## config.mk

```make
export PLATFORM = sky130hd
export DESIGN_NAME = superfast_string_hash_core
export DESIGN_NICKNAME = d
export VERILOG_FILES = /design/src/rtl/sfh_pkg.sv /design/src/rtl/superfast_string_hash_core.sv
export VERILOG_INCLUDE_DIRS = /design/src /design/src/rtl
export SDC_FILE = /design/constraint.sdc
export NUM_CORES = 1
export LEC_CHECK = 0
export BUFFER_PORTS_ARGS = -buffer_cell sky130_fd_sc_hd__buf_2
export CAP_MARGIN = 40
export CELL_PAD_IN_SITES_DETAIL_PLACEMENT = 1
export CELL_PAD_IN_SITES_GLOBAL_PLACEMENT = 1
export CORE_MARGIN = 2
export CORE_UTILIZATION = 49
export CTS_CLUSTER_SIZE = 12
export DETAILED_ROUTE_END_ITERATION = 8
export PLACE_DENSITY = 0.82
export SETUP_SLACK_MARGIN = 0.05
export SLEW_MARGIN = 10
export SYNTH_ARGS = -nofsm -noshare
export SYNTH_HDL_FRONTEND = slang
export SYNTH_SLANG_ARGS = --single-unit
```

## constraint.sdc

```tcl
create_clock -name i_clk -period 13.5 [get_ports i_clk]
set_clock_uncertainty 0.15 [all_clocks]
set_input_delay 3.375 -clock i_clk [delete_from_list [all_inputs] [get_ports i_clk]]
set_output_delay 3.375 -clock i_clk [all_outputs]
set_load 0.005 [all_outputs]
```

## src/rtl/superfast_string_hash_core_defines.svh

```systemverilog
// Assertion macros for the string hash core.
// Included by superfast_string_hash_core.sv; no other dependencies.
`ifndef SUPERFAST_STRING_HASH_CORE_DEFINES_SVH
`define SUPERFAST_STRING_HASH_CORE_DEFINES_SVH

// Same-cycle implication, disabled while reset is asserted.
`define SFH_ASSERT_SAME(label, clk, rst_n, ante, cons, msg) \
    label: assert property (@(posedge clk) disable iff (!rst_n) (ante) |-> (cons)) \
        else $error(msg);

// Next-cycle implication, disabled while reset is asserted.
`define SFH_ASSERT_NEXT(label, clk, rst_n, ante, cons, msg) \
    label: assert property (@(posedge clk) disable iff (!rst_n) (ante) |=> (cons)) \
        else $error(msg);

`endif

```

## src/rtl/sfh_pkg.sv

```systemverilog
// Package for the string hash core: field widths, shift amounts and
// the chunk, tail and avalanche mixing functions. No dependencies.
package sfh_pkg;

    localparam int unsigned ByteW  = 8;
    localparam int unsigned CountW = 3;
    localparam int unsigned HashW  = 32;
    localparam int unsigned InW    = 4 * ByteW + CountW;
    localparam int unsigned InTdW  = ((InW + 7) / 8) * 8;

    localparam int unsigned ShA = 11;
    localparam int unsigned ShB = 16;
    localparam int unsigned ShC = 18;
    localparam int unsigned ShD = 17;
    localparam int unsigned ShE = 15;

    typedef logic [ByteW-1:0]  t_byte;
    typedef logic [CountW-1:0] t_count;
    typedef logic [HashW-1:0]  t_hash;

    function automatic t_hash pair16(input t_byte hi, input t_byte lo);
        pair16 = {16'b0, hi, lo};
    endfunction

    function automatic t_hash mix_chunk(input t_hash h_in, input t_byte b0,
                                        input t_byte b1, input t_byte b2,
                                        input t_byte b3);
        t_hash h;
        t_hash t;
        h = h_in + pair16(b0, b1);
        t = (pair16(b2, b3) << ShA) ^ h;
        h = (h << ShB) ^ t;
        h = h + (h >> ShA);
        mix_chunk = h;
    endfunction

    // Tail of one to three bytes; a count of zero leaves the hash alone.
    function automatic t_hash mix_tail(input t_hash h_in, input logic [1:0] n,
                                       input t_byte b0, input t_byte b1,
                                       input t_byte b2);
        t_hash h;
        h = h_in;
        case (n)
            2'd3: begin
                h = h + pair16(b0, b1);
                h = h ^ (h << ShB);
                h = h ^ ({24'b0, b2} << ShC);
                h = h + (h >> ShA);
            end
            2'd2: begin
                h = h + pair16(b0, b1);
                h = h ^ (h << ShA);
                h = h + (h >> ShD);
            end
            2'd1: begin
                h = h + {24'b0, b0};
                h = h ^ (h << 10);
                h = h + (h >> 1);
            end
            default: begin
                h = h_in;
            end
        endcase
        mix_tail = h;
    endfunction

    function automatic t_hash avalanche(input t_hash h_in);
        t_hash h;
        h = h_in ^ (h_in << 3);
        h = h + (h >> 5);
        h = h ^ (h << 2);
        h = h + (h >> ShE);
        h = h ^ (h << 10);
        avalanche = h;
    endfunction

endpackage

```

## src/rtl/superfast_string_hash_core.sv

```systemverilog
// Top level of the string hash core: input register, mixing logic, result register.
// Depends on sfh_pkg and superfast_string_hash_core_defines.svh.
//
// Hashes a byte string that arrives four bytes per item into a 32-bit value.
// One item is taken per clock cycle when the output is not stalled; an accepted
// last item goes through the input register, then its hash through the result
// register to m_axis. Each item is registered, then mixed into the running hash
// combinationally (the running-hash feedback loop sets the item rate). Full chunks
// (byte_count 4, or 5..7 which count as 4) are mixed; a non-last item with fewer
// than four bytes is dropped without effect. On tlast the full chunk or the 0..3
// byte tail is mixed, the avalanche runs, the hash is emitted and the running
// hash clears. An empty last item emits the avalanche of the running hash, so an
// empty string hashes to 0. Items without tlast never wait on the output side.
`include "superfast_string_hash_core_defines.svh"

module superfast_string_hash_core (
    input  logic                      i_clk,
    input  logic                      i_rst_n,
    input  logic                      s_axis_tvalid,
    output logic                      s_axis_tready,
    // [7:0] first_byte, [15:8] second_byte, [23:16] third_byte,
    // [31:24] fourth_byte, [34:32] byte_count, [39:35] zero
    input  logic [sfh_pkg::InTdW-1:0] s_axis_tdata,
    input  logic                      s_axis_tlast,   // last
    output logic                      m_axis_tvalid,
    input  logic                      m_axis_tready,
    // [31:0] hash_value
    output logic [sfh_pkg::HashW-1:0] m_axis_tdata
);

    // Input register stage
    logic                   r_s1_valid;
    logic                   r_s1_last;
    sfh_pkg::t_byte         r_b0, r_b1, r_b2, r_b3;
    sfh_pkg::t_count        r_cnt;

    // Running hash and result register
    sfh_pkg::t_hash         r_hash;
    logic                   r_out_valid;
    sfh_pkg::t_hash         r_out_data;

    logic                   s_fire;
    logic                   s1_fire;
    logic                   out_free;
    logic                   full_chunk;
    sfh_pkg::t_hash         n_mixed;
    sfh_pkg::t_hash         n_final;

    // A last item needs a free result slot; other items move on at once.
    assign out_free      = !r_out_valid || m_axis_tready;
    assign s1_fire       = r_s1_valid && (!r_s1_last || out_free);
    assign s_axis_tready = !r_s1_valid || s1_fire;
    assign s_fire        = s_axis_tvalid && s_axis_tready;

    // Counts 4..7 all mean a full chunk.
    assign full_chunk = r_cnt[2];

    always_comb begin
        if (full_chunk) begin
            n_mixed = sfh_pkg::mix_chunk(r_hash, r_b0, r_b1, r_b2, r_b3);
        end else begin
            n_mixed = sfh_pkg::mix_tail(r_hash, r_cnt[1:0], r_b0, r_b1, r_b2);
        end
        n_final = sfh_pkg::avalanche(n_mixed);
    end

    always_ff @(posedge i_clk) begin
        if (!i_rst_n) begin
            r_s1_valid <= 1'b0;
        end else if (s_axis_tready) begin
            r_s1_valid <= s_axis_tvalid;
        end
    end

    always_ff @(posedge i_clk) begin
        if (s_fire) begin
            r_b0      <= s_axis_tdata[7:0];
            r_b1      <= s_axis_tdata[15:8];
            r_b2      <= s_axis_tdata[23:16];
            r_b3      <= s_axis_tdata[31:24];
            r_cnt     <= s_axis_tdata[34:32];
            r_s1_last <= s_axis_tlast;
        end
    end

    always_ff @(posedge i_clk) begin
        if (!i_rst_n) begin
            r_hash <= '0;
        end else if (s1_fire) begin
            if (r_s1_last) begin
                r_hash <= '0;
            end else if (full_chunk) begin
                r_hash <= n_mixed;
            end
        end
    end

    always_ff @(posedge i_clk) begin
        if (!i_rst_n) begin
            r_out_valid <= 1'b0;
        end else if (s1_fire && r_s1_last) begin
            r_out_valid <= 1'b1;
        end else if (m_axis_tready) begin
            r_out_valid <= 1'b0;
        end
    end

    always_ff @(posedge i_clk) begin
        if (s1_fire && r_s1_last) begin
            r_out_data <= n_final;
        end
    end

    assign m_axis_tvalid = r_out_valid;
    assign m_axis_tdata  = r_out_data;

    `SFH_ASSERT_SAME(a_last_waits, i_clk, i_rst_n, r_out_valid && !m_axis_tready && r_s1_valid && r_s1_last, !s_axis_tready, "last item advanced into a stalled result register")
    `SFH_ASSERT_NEXT(a_hash_clears, i_clk, i_rst_n, s1_fire && r_s1_last, r_hash == '0, "running hash not cleared after last item")
    `SFH_ASSERT_NEXT(a_result_source, i_clk, i_rst_n, !(s1_fire && r_s1_last) && !(r_out_valid && !m_axis_tready), !r_out_valid, "result appeared without a last item")

endmodule

```

==> results of run 1 <==
through the flow:
stage / utilization / worst slack (ps)
finish: 0.543 / 424
global route: 0.543 / 33.3
CTS: 0.540 / 535
detailed placement: 0.531 / 643
global placement: 0.531 / 916
floorplan: - / 2700
cell families (layout without fill, tap and decap cells):
family                   Yosys count  after routing
flip-flops                       102            102
AND/OR/NAND/NOR                  550            550
AO/OA/AOI/OAI                    554            554
adder cells (fa/ha/maj)          161            161
buffers and inverters            148            245
multiplexers                      46             46
XOR/XNOR                         373            373
placed cells by master, fill, tap and decap left out, types with 7 or more instances in the layout:
master and instances:
a2111oi_0 8, a211oi_1 24, a21boi_0 28, a21o_1 62, a21oi_1 160, a22oi_1 10
a31oi_1 26, and2_1 28, and3_1 22, buf_2 73, buf_4 74, clkbuf_16 9
dfxtp_1 34, edfxtp_1 68, fa_1 7, ha_1 150, inv_1 80, mux2i_1 22
mux4_2 22, nand2_1 159, nand2b_1 42, nand3_1 40, nand4_1 24, nor2_1 118
nor2b_1 27, nor3_1 38, o211ai_1 20, o21a_1 17, o21ai_0 89, o21bai_1 21
o22ai_1 8, or3_1 9, xnor2_1 242, xnor3_1 8, xor2_1 112
worst max path at each step:
| stage | startpoint | end | depth (start not counted) |
|---|---|---|---|
| 2_1_floorplan | r_hash[0] | m_axis_tdata[26] | 54 |
| 3_3_place_gp | r_hash[0] | m_axis_tdata[26] | 53 |
| 3_5_place_dp | r_hash[0] | m_axis_tdata[26] | 54 |
| 4_1_cts | r_hash[0] | m_axis_tdata[26] | 54 |
| 5_1_grt | r_hash[0] | m_axis_tdata[26] | 54 |
| 6_report | r_hash[0] | m_axis_tdata[26] | 53 |
state kept, by name, indices dropped and copies added (netlist names):
signal and count:
r_b2 8, r_s1_valid 1, r_b3 8, m_axis_tdata 32, r_s1_last 1, r_b0 8, r_hash 32, m_axis_tvalid 1
r_b1 8, r_cnt 3
cell type report:
class,count,area [um2],share of cell area
Multi-Input combinational cell,1684,12700,0.726
Sequential cell,102,2720,0.155
Timing Repair Buffer,147,921,0.0526
Tap cell,442,553,0.0316
Inverter,82,308,0.0176
Clock buffer,9,225,0.0129
Clock inverter,7,67.6,0.00386
metal layers:
metal,share of wire,up-vias,GRT usage
met5,0,-,0
met4,0.065,0,0.210
met3,0.063,209,0.0504
met2,0.48,577,0.631
met1,0.39,7689,0.417
li1,-,7213,-
critical path: cells and delay by family, from the launching register on:
kind,cells,cell delay [ps]
simple gates,11,1530
buf+inv,4,380
mux,2,820
xor+xnor,5,1320
flops,1,510
compound gates,23,5370
fa+ha+maj,8,2690
repair_timing:
action,in CTS,in global routing
buffers inserted,0,2
endpoints found under the hold margin,0,0
endpoints found under the setup margin,0,15
hold buffers,0,0
resized for setup,0,9
==> summary by stage, run 1 <==
Status
The run finished with clean final reports.

Floorplan
The core region area is 32300 um2. The die covers 34000 um2. 79 I/O pins were placed. In this run the vertical extent of the chip is 184 um.

The floorplan die width is 184 um. The floorplan has 66 rows. The effective utilization at floorplan is 0.493.

Global routing
Entering global routing, the biggest net connects 47 pins. The total track usage is 0.360. The initial antenna violation count is 0. The first global-routing pass estimated 92.6 mm of wire. The via count of the first global-routing pass is 16.2k. The global-route congestion overflow total is 0.

Layout
Fill cells in the final layout number 3969. For this run, the number of standard cells in the final layout without fillers is 2473. Once layout is done, the placed cells without fillers occupy 17500 um2.

The layout cell share with drive strength beyond 1 is 0.117. The number of antenna diodes in the final layout is 0. The number of nets in the layout is 2228. The relative area change from synthesis to final layout is 9.97%.

Timing
The post-layout minimum cycle time is 13080 ps. The final-report setup violation count is 0. The final worst-path cycle share is 0.969. For the final routed database, the setup TNS stands at 0 ps. The hold violation total from the final report is 0. Setup repair after global routing left no endpoint under its margin. Hold timing on the final database bottoms out at a slack of 375 ps. The total count of max-transition violations in the final report is 0. The highest clock frequency the design can meet is 76.5 MHz.

The headroom to the max-slew limit is 0.379. The transition time of the tightest slew-check pin is 924 ps.

Critical path
Measured in cells, the most critical reg-to-reg path has a length of 53. In this run the register-to-register setup slack is 420 ps. STA classifies the critical path startpoint as a flop.

The data required time at the worst endpoint is 13460 ps. In this run the worst path has a maximum fanout of 7. The critical path in this run is classified as flop to flop. The worst-path cell with the longest stage delay is a2111oi_0. STA classifies the critical path endpoint as a flop. The end of the worst register-to-register path is m_axis_tdata[26]. The reg-to-reg critical path startpoint is r_hash[0]. Data on the critical path arrives at its endpoint at 13040 ps.

The largest stage delay on the critical path is 560 ps.

Synthesis
The compound-gate portion of the synthesized area is 0.229. In this run the cell area of the synthesized design comes to 15900 um2. Of the post-synthesis cell area, the dominant cell type holds 0.135. After synthesis, the share of flip-flops with an asynchronous set or reset is 0. For this run, the number of Yosys warnings is 0. The number of synthesized register bits is 102.

Of the total synthesized cell area, the portion taken by AND, OR, NAND and NOR gates is 0.172. Sorting the synthesized cells by how often they occur yields xnor2_1 (245), a21oi_1 (160), nand2_1 (159), ha_1 (150), nor2_1 (120). The cell accounting for the most synthesized area is xnor2_1. By area, the combinational part of the netlist is dominated by compound AO/OA/AOI/OAI gates. The share of the Yosys chip area taken by registers is 0.171. The average instance in the mapped netlist occupies 8.24 um2. Yosys attributes the largest share of cell area to xnor2_1 (13%), edfxtp_1 (13%), ha_1 (12%), xor2_1 (6.4%), a21oi_1 (5.0%). Of the total synthesized cell area, the portion taken by full adders, half adders and majority gates is 0.129. Synthesis produced a netlist whose cell count is 1934.

Of the post-synthesis cell area, the part taken by muxes is 0.0463. The share of the synthesized netlist area taken by xor and xnor gates is 0.216. The most frequently used cell type in the post-synthesis netlist is xnor2_1. The total nets after synthesis is 2136. The most instantiated flip-flop cell in the synthesis netlist is edfxtp_1.

In this run, synthesis inferred 68 flip-flops with an integrated enable. The number of different library cells used by synthesis comes to 91.

Clock tree
After clock tree synthesis, the clock-pin slew on the worst setup and hold paths is 80 ps. The cell sitting at the root of the clock tree is a clkbuf_16. The clock sink total is 102. The clock latency at the later pin of the worst-skew pair is 400 ps. In this run the number of H-tree levels came out at 3. The number of buffers between clock root and the deepest sink is 2. The TritonCTS clock tree is built.

The number of buffers added by the clock tree synthesis step is 9.

Placed design
Routability-driven placement finished with a final weighted congestion of 0.996. Once placement completed, the tool counted placed cells totaling 2455. The count of port buffers added during placement is 73. In this run the cell area measured after placement is 17100 um2. The placed wire-length estimate is 49.7 mm.

Detailed routing
The first detailed-routing pass ran for 5 iterations. For this block, the routed nets add up to 61.2 mm of wire. Dividing the detail-routed wire length by the instance count gives 24.7 um. In the routed layout, each cell is associated on average with a via count of 6.34. The detailed router's first-iteration violation count is 1117.

The final route contains 15.7k vias. The number of design rule violations left after detail routing is 0. Once detail routing completed, the nets flagged for antenna violations numbered 0.

Min path
The worst hold path belongs to the class flop to flop. The startpoint identified for the worst hold timing path is r_hash[1]. Along the worst hold path, the cell count comes to 2. The end point of the most critical hold path is r_hash[1].

Job
Max-cap violations in this run came to 0.
Power of run 1 is not shown: default switching activity piles up to over one toggle a cycle in this logic, so the estimate is an artifact.
==> inputs of run 2 (changes only) <==
Settings changed: CORE_UTILIZATION 49 to 46, PLACE_DENSITY 0.82 to 0.78.
==> summary by stage, run 2 (synthesis results as in run 1) <==
Global routing
The largest net degree at the start of global routing is 47. The via count of the first global-routing pass is 15.8k. For this run the aggregate overflow at the end of global routing stands at 0.

The initial antenna violation count is 0. Across every metal layer, demand over resource in global routing totals 0.335. The first global-routing pass estimated 92.0 mm of wire.

Detailed routing
The detailed router's first-iteration violation count is 995. The first detailed-routing pass took 5 iterations. The via count of the routed design is 15.5k. The number of nets with antenna violations after routing is 0. Dividing the detail-routed wire length by the instance count gives 24.4 um. The average via count per standard cell is 6.27. The total length of routed wires is 60.6 mm. After detailed routing, the number of remaining DRC violations is 0.

Critical path
For this design, the slowest cell found on the critical path is xor2_1. STA puts the critical path data required time at 13480 ps. The startpoint type of the worst setup path is a flop. STA puts the critical path data arrival time at 12870 ps. The buffers plus inverters on the worst setup path is 4. STA classifies the critical path endpoint as a flop.

The path type of the worst setup path is flop to flop. The largest stage delay on the critical path is 610 ps. Of all nets on the critical path, the largest fanout is 5. The dominant cell type by count on the critical path is a21oi_1. The gate family responsible for the most delay along the worst path is compound AO/OA/AOI/OAI gates.

Clock tree
The root buffer cell is clkbuf_16. The H-tree was split into 3 levels. Once the clock tree was built, the setup fixing pass inserted 0 buffers. CTS saw 102 sinks. The count of hold buffers inserted by post-cts repair is 0. After clock tree synthesis, the clock-pin slew on the worst setup and hold paths is 90 ps. At the later pin of the worst-skew pair, clock insertion delay measures 410 ps. TritonCTS built the clock tree. The number of buffers between clock root and the deepest sink is 2.

TritonCTS created 9 clock buffers.

Job
Max-cap violations in this run came to 0.

Status
The run finished with clean final reports.

Layout
The final antenna diode count is 0. Compared with the post-synthesis result, the final layout area differs by 9.84%. The most frequent standard cell in the layout excluding fill and tap cells is xnor2_1.

Fill cells in the final layout number 4132. In the final layout, the share of cells above drive strength 1 is 0.116. In the final design database the tool counted 2223 nets. The library cells used most frequently in the layout, excluding fill and tap cells, are xnor2_1 (243), a21oi_1 (160), nand2_1 (159).

Timing
The hold violation total from the final report is 0. Setup violations remaining at the end of the flow were counted as 0. The highest clock frequency the design can meet is 77.5 MHz. The final worst-path cycle share is 0.955.

Headroom to the max-slew limit came out at 0.404. The routed design could run at a clock period as short as 12900 ps. The transition time of the tightest slew-check pin is 893 ps. The total count of max-transition violations in the final report is 0. The total negative setup slack is 0 ps. Setup repair after global routing left no endpoint under its margin.

Placed design
The placed wire-length estimate is 49.3 mm. During placement, the flow inserted port buffers numbering 73. The final estimated routing congestion in global placement is 1.03.

Floorplan
The die is 190 um wide. The effective utilization at floorplan is 0.465. The number of placed I/O pins is 79. The die covers 36100 um2. The core region area is 34300 um2. The floorplan step set the die height to 190 um.

In this run the core area contains 68 standard-cell rows.

Min path
In this run the worst hold path is classified as flop to flop.
run 2: final cells by class:
| class | instances | area (um2) | share of cell area |
|---|---|---|---|
| multi-input combinational | 1684 | 12700 | 0.727 |
| clock buffer | 10 | 239 | 0.0137 |
| timing repair buffer | 142 | 883 | 0.0505 |
| tap | 455 | 569 | 0.0325 |
| inverter | 82 | 308 | 0.0176 |
| sequential | 102 | 2720 | 0.156 |
| clock inverter | 6 | 51.3 | 0.00293 |
run 2: metrics by stage:
step	instances	setup WS, ps	cell area [um2]	utilization	hold slack, ps
2_1_floorplan	1934	2700	15900	-	321
6_report	2481	603	17500	0.510	399
5_1_grt	2481	96.7	17500	0.510	416
3_5_place_dp	2465	654	17100	0.500	373
4_1_cts	2481	542	17400	0.508	390
3_3_place_gp	2464	787	17100	0.500	371
run 2: final timing paths:
check	start	end	slack, ps	cells past startpoint
worst max-delay path	r_hash[0]	m_axis_tdata[26]	600	50
worst min register to register	r_hash[13]	r_hash[13]	400	2
worst max register to register	r_hash[0]	m_axis_tdata[26]	600	50
worst min-delay path	r_hash[13]	r_hash[13]	400	2
run 2: what timing repair did:
item	in CTS	in global routing
resized for setup	0	14
endpoints found under the setup margin	0	18
hold endpoints to repair	0	0
run 2: routing by layer:
layer | vias to the layer above | share of wire | track usage
met5 | - | 0 | 0
met4 | 0 | 0.052 | 0.168
met3 | 149 | 0.063 | 0.0483
met2 | 529 | 0.47 | 0.577
met1 | 7665 | 0.41 | 0.409
li1 | 7205 | - | -
run 2: worst register-to-register path, delay by kind of cell (launching register included):
| kind | cells | cell delay, ps |
|---|---|---|
| buffers and inverters | 4 | 340 |
| adders and majority gates | 7 | 2350 |
| AOI/OAI and AO/OA | 24 | 5860 |
| xor gates and xnor gates | 5 | 1400 |
| DFF | 1 | 490 |
| muxes | 1 | 490 |
| and+or+nand+nor | 9 | 1550 |
Power of run 2 is left out for the same reason.
==> inputs of run 3 (changes only) <==
Settings changed: CORE_MARGIN 2 to 5, SKIP_LAST_GASP set to 1.
Clock period 13.5 ns to 13.68 ns, I/O delays scaled along.
==> summary by stage, run 3 (synthesis results as in run 1) <==
Status
The run finished with clean final reports.

Critical path
The slowest stage of the critical path belongs to the cell mux4_2. The worst setup path is captured at a flop. The path type of the worst setup path is flop to flop. Measured in cells, the most critical reg-to-reg path has a length of 54.

STA puts the critical path data required time at 13660 ps. The end of the worst register-to-register path is m_axis_tdata[26]. Data on the critical path arrives at its endpoint at 12880 ps. In this run the register-to-register setup slack is 780 ps.

The maximum net fanout on the critical path is 5. The number of buffers and inverters on the critical path is 3. The worst register-to-register path begins at r_hash[0]. Among cell families on the critical path, the largest total delay comes from compound AO/OA/AOI/OAI gates. The startpoint type of the worst setup path is a flop. The largest stage delay on the critical path is 520 ps. The most numerous cell type found on the critical path is o21ai_0.

Timing
Based on the critical path, the design can be clocked at up to 77.5 MHz. The worst hold margin is 409 ps. The slack of the critical path is 782 ps. The post-layout minimum cycle time is 12900 ps. Setup repair after global routing left no endpoint under its margin. The hold violation total from the final report is 0. The headroom to the max-slew limit is 0.400. The total negative setup slack is 0 ps.

For the pin with the worst max-slew slack, the measured transition is 893 ps. The final worst-path cycle share is 0.943. The final-report setup violation count is 0. The total count of max-transition violations in the final report is 0.

Global routing
The total track usage is 0.308. The initial antenna violation count is 0. Entering global routing, the biggest net connects 47 pins.

The via count of the first global-routing pass is 15.8k. The wire length of the first global-routing pass is 92.2 mm. The global-route congestion overflow total is 0.

Placed design
After detailed placement, the design holds a cell count of 2449. The minimum setup slack after placement is 680 ps. The count of port buffers added during placement is 73.

Detailed placement ended at an HPWL of 49.3 mm. The congestion estimate from routability-driven global placement came to 0.988.

Detailed routing
In the routed design, unresolved DRC markers number 0. The average via count per standard cell is 6.29. The detailed router's first-iteration violation count is 1159. The total length of routed wires is 60.8 mm.

The count of nets left with antenna violations once routing finished came out at 0. For this run, the detailed router's first-pass iteration total came to 5. The via count of the routed design is 15.5k. In the final routed layout, each cell accounts on average for 24.6 um.

Layout
Compared with the post-synthesis result, the final layout area differs by 8.91%. The library cell used most frequently in the layout, excluding fill and tap cells, is xnor2_1. The repair_antennas step left the layout with diodes totalling 0. The number of nets in the layout is 2207. Leaving out fill and tap cells, the most frequent cells in the layout are xnor2_1 (243), nand2_1 (159), a21oi_1 (159).

The layout cell share with drive strength beyond 1 is 0.106. The finished layout holds 2465 standard cells, fillers aside.

Floorplan
The number of placed I/O pins is 79. The number of rows in the core area is 68. The total die area is 38500 um2. The die is 196 um wide.

The height of the die is 196 um. The initial utilization of the core area, before any placement, comes to 0.463. The region available for standard cell placement spans 34400 um2.

Job
Max-cap violations in this run came to 0.

Clock tree
The count of hold buffers inserted by post-cts repair is 0. CTS built an H-tree with a depth of 3. The number of setup buffers added after CTS is 0. Clock-pin slew was measured on the worst setup and hold paths at 80 ps. The TritonCTS clock tree is built. Counting the buffers created by CTS gives 9. The later pin in the worst-skew pair is clocked with a latency of 410 ps. The tree built by TritonCTS fans out to 102 sinks.

The root buffer cell is clkbuf_16. The number of buffers between clock root and the deepest sink is 2.

Min path
The worst hold path passes through 2 cells. In this run the worst hold path is classified as flop to flop. The start point of the worst hold path is r_hash[13]. The end point of the most critical hold path is r_hash[13].
-- run 3: cell count changes in the layout (fill, tap and decap cells not counted), moves of 2 or more --
cell and change:
buf_4 -16, clkinv_4 +2, clkinv_8 +2, xor2_1 +2, xor2_2 -2
-- run 3: tightest hold or removal path: cells and delay by family (launching register included) --
family,cells,cell delay [ps]
flip-flops,1,370
AND/OR/NAND/NOR,1,80
AO/OA/AOI/OAI,1,70
-- run 3: metal layers --
layer  vias up  wire length [um]  global-route usage
met5         -                 0                   0
met4         0              3130               0.148
met3       148              3970              0.0319
met2       560             28700               0.527
met1      7630             24900               0.389
li1       7174                 -                   -
-- run 3: repair_timing --
action / CTS / global route
hold endpoints to repair: 0 / 0
endpoints found under the setup margin: 0 / 7
resized for setup: 0 / 7
-- run 3: worst max path at each step --
stage,from,end,slack [ps],cells after the start
floorplan,r_hash[0],m_axis_tdata[26],2880,54
global placement,r_hash[0],m_axis_tdata[26],1050,54
detailed placement,r_hash[0],m_axis_tdata[26],680,54
CTS,r_hash[0],m_axis_tdata[26],580,54
global route,r_hash[6],m_axis_tdata[26],90,55
finish,r_hash[0],m_axis_tdata[26],780,54
-- run 3: final cells by class --
| cell class | instances | area (um2) |
|---|---|---|
| Multi-Input combinational cell | 1684 | 12700 |
| Inverter | 82 | 308 |
| Clock inverter | 7 | 72.6 |
| Fill cell | 4176 | 17000 |
| Clock buffer | 9 | 225 |
| Sequential cell | 102 | 2720 |
| Timing Repair Buffer | 126 | 763 |
| Tap cell | 455 | 569 |
-- run 3: metrics by stage --
step	utilization	area [um2]
2_1_floorplan	-	15900
3_3_place_gp	0.495	17000
3_5_place_dp	0.495	17000
4_1_cts	0.504	17300
5_1_grt	0.505	17400
6_report	0.505	17400
Power of run 3 is left out for the same reason.
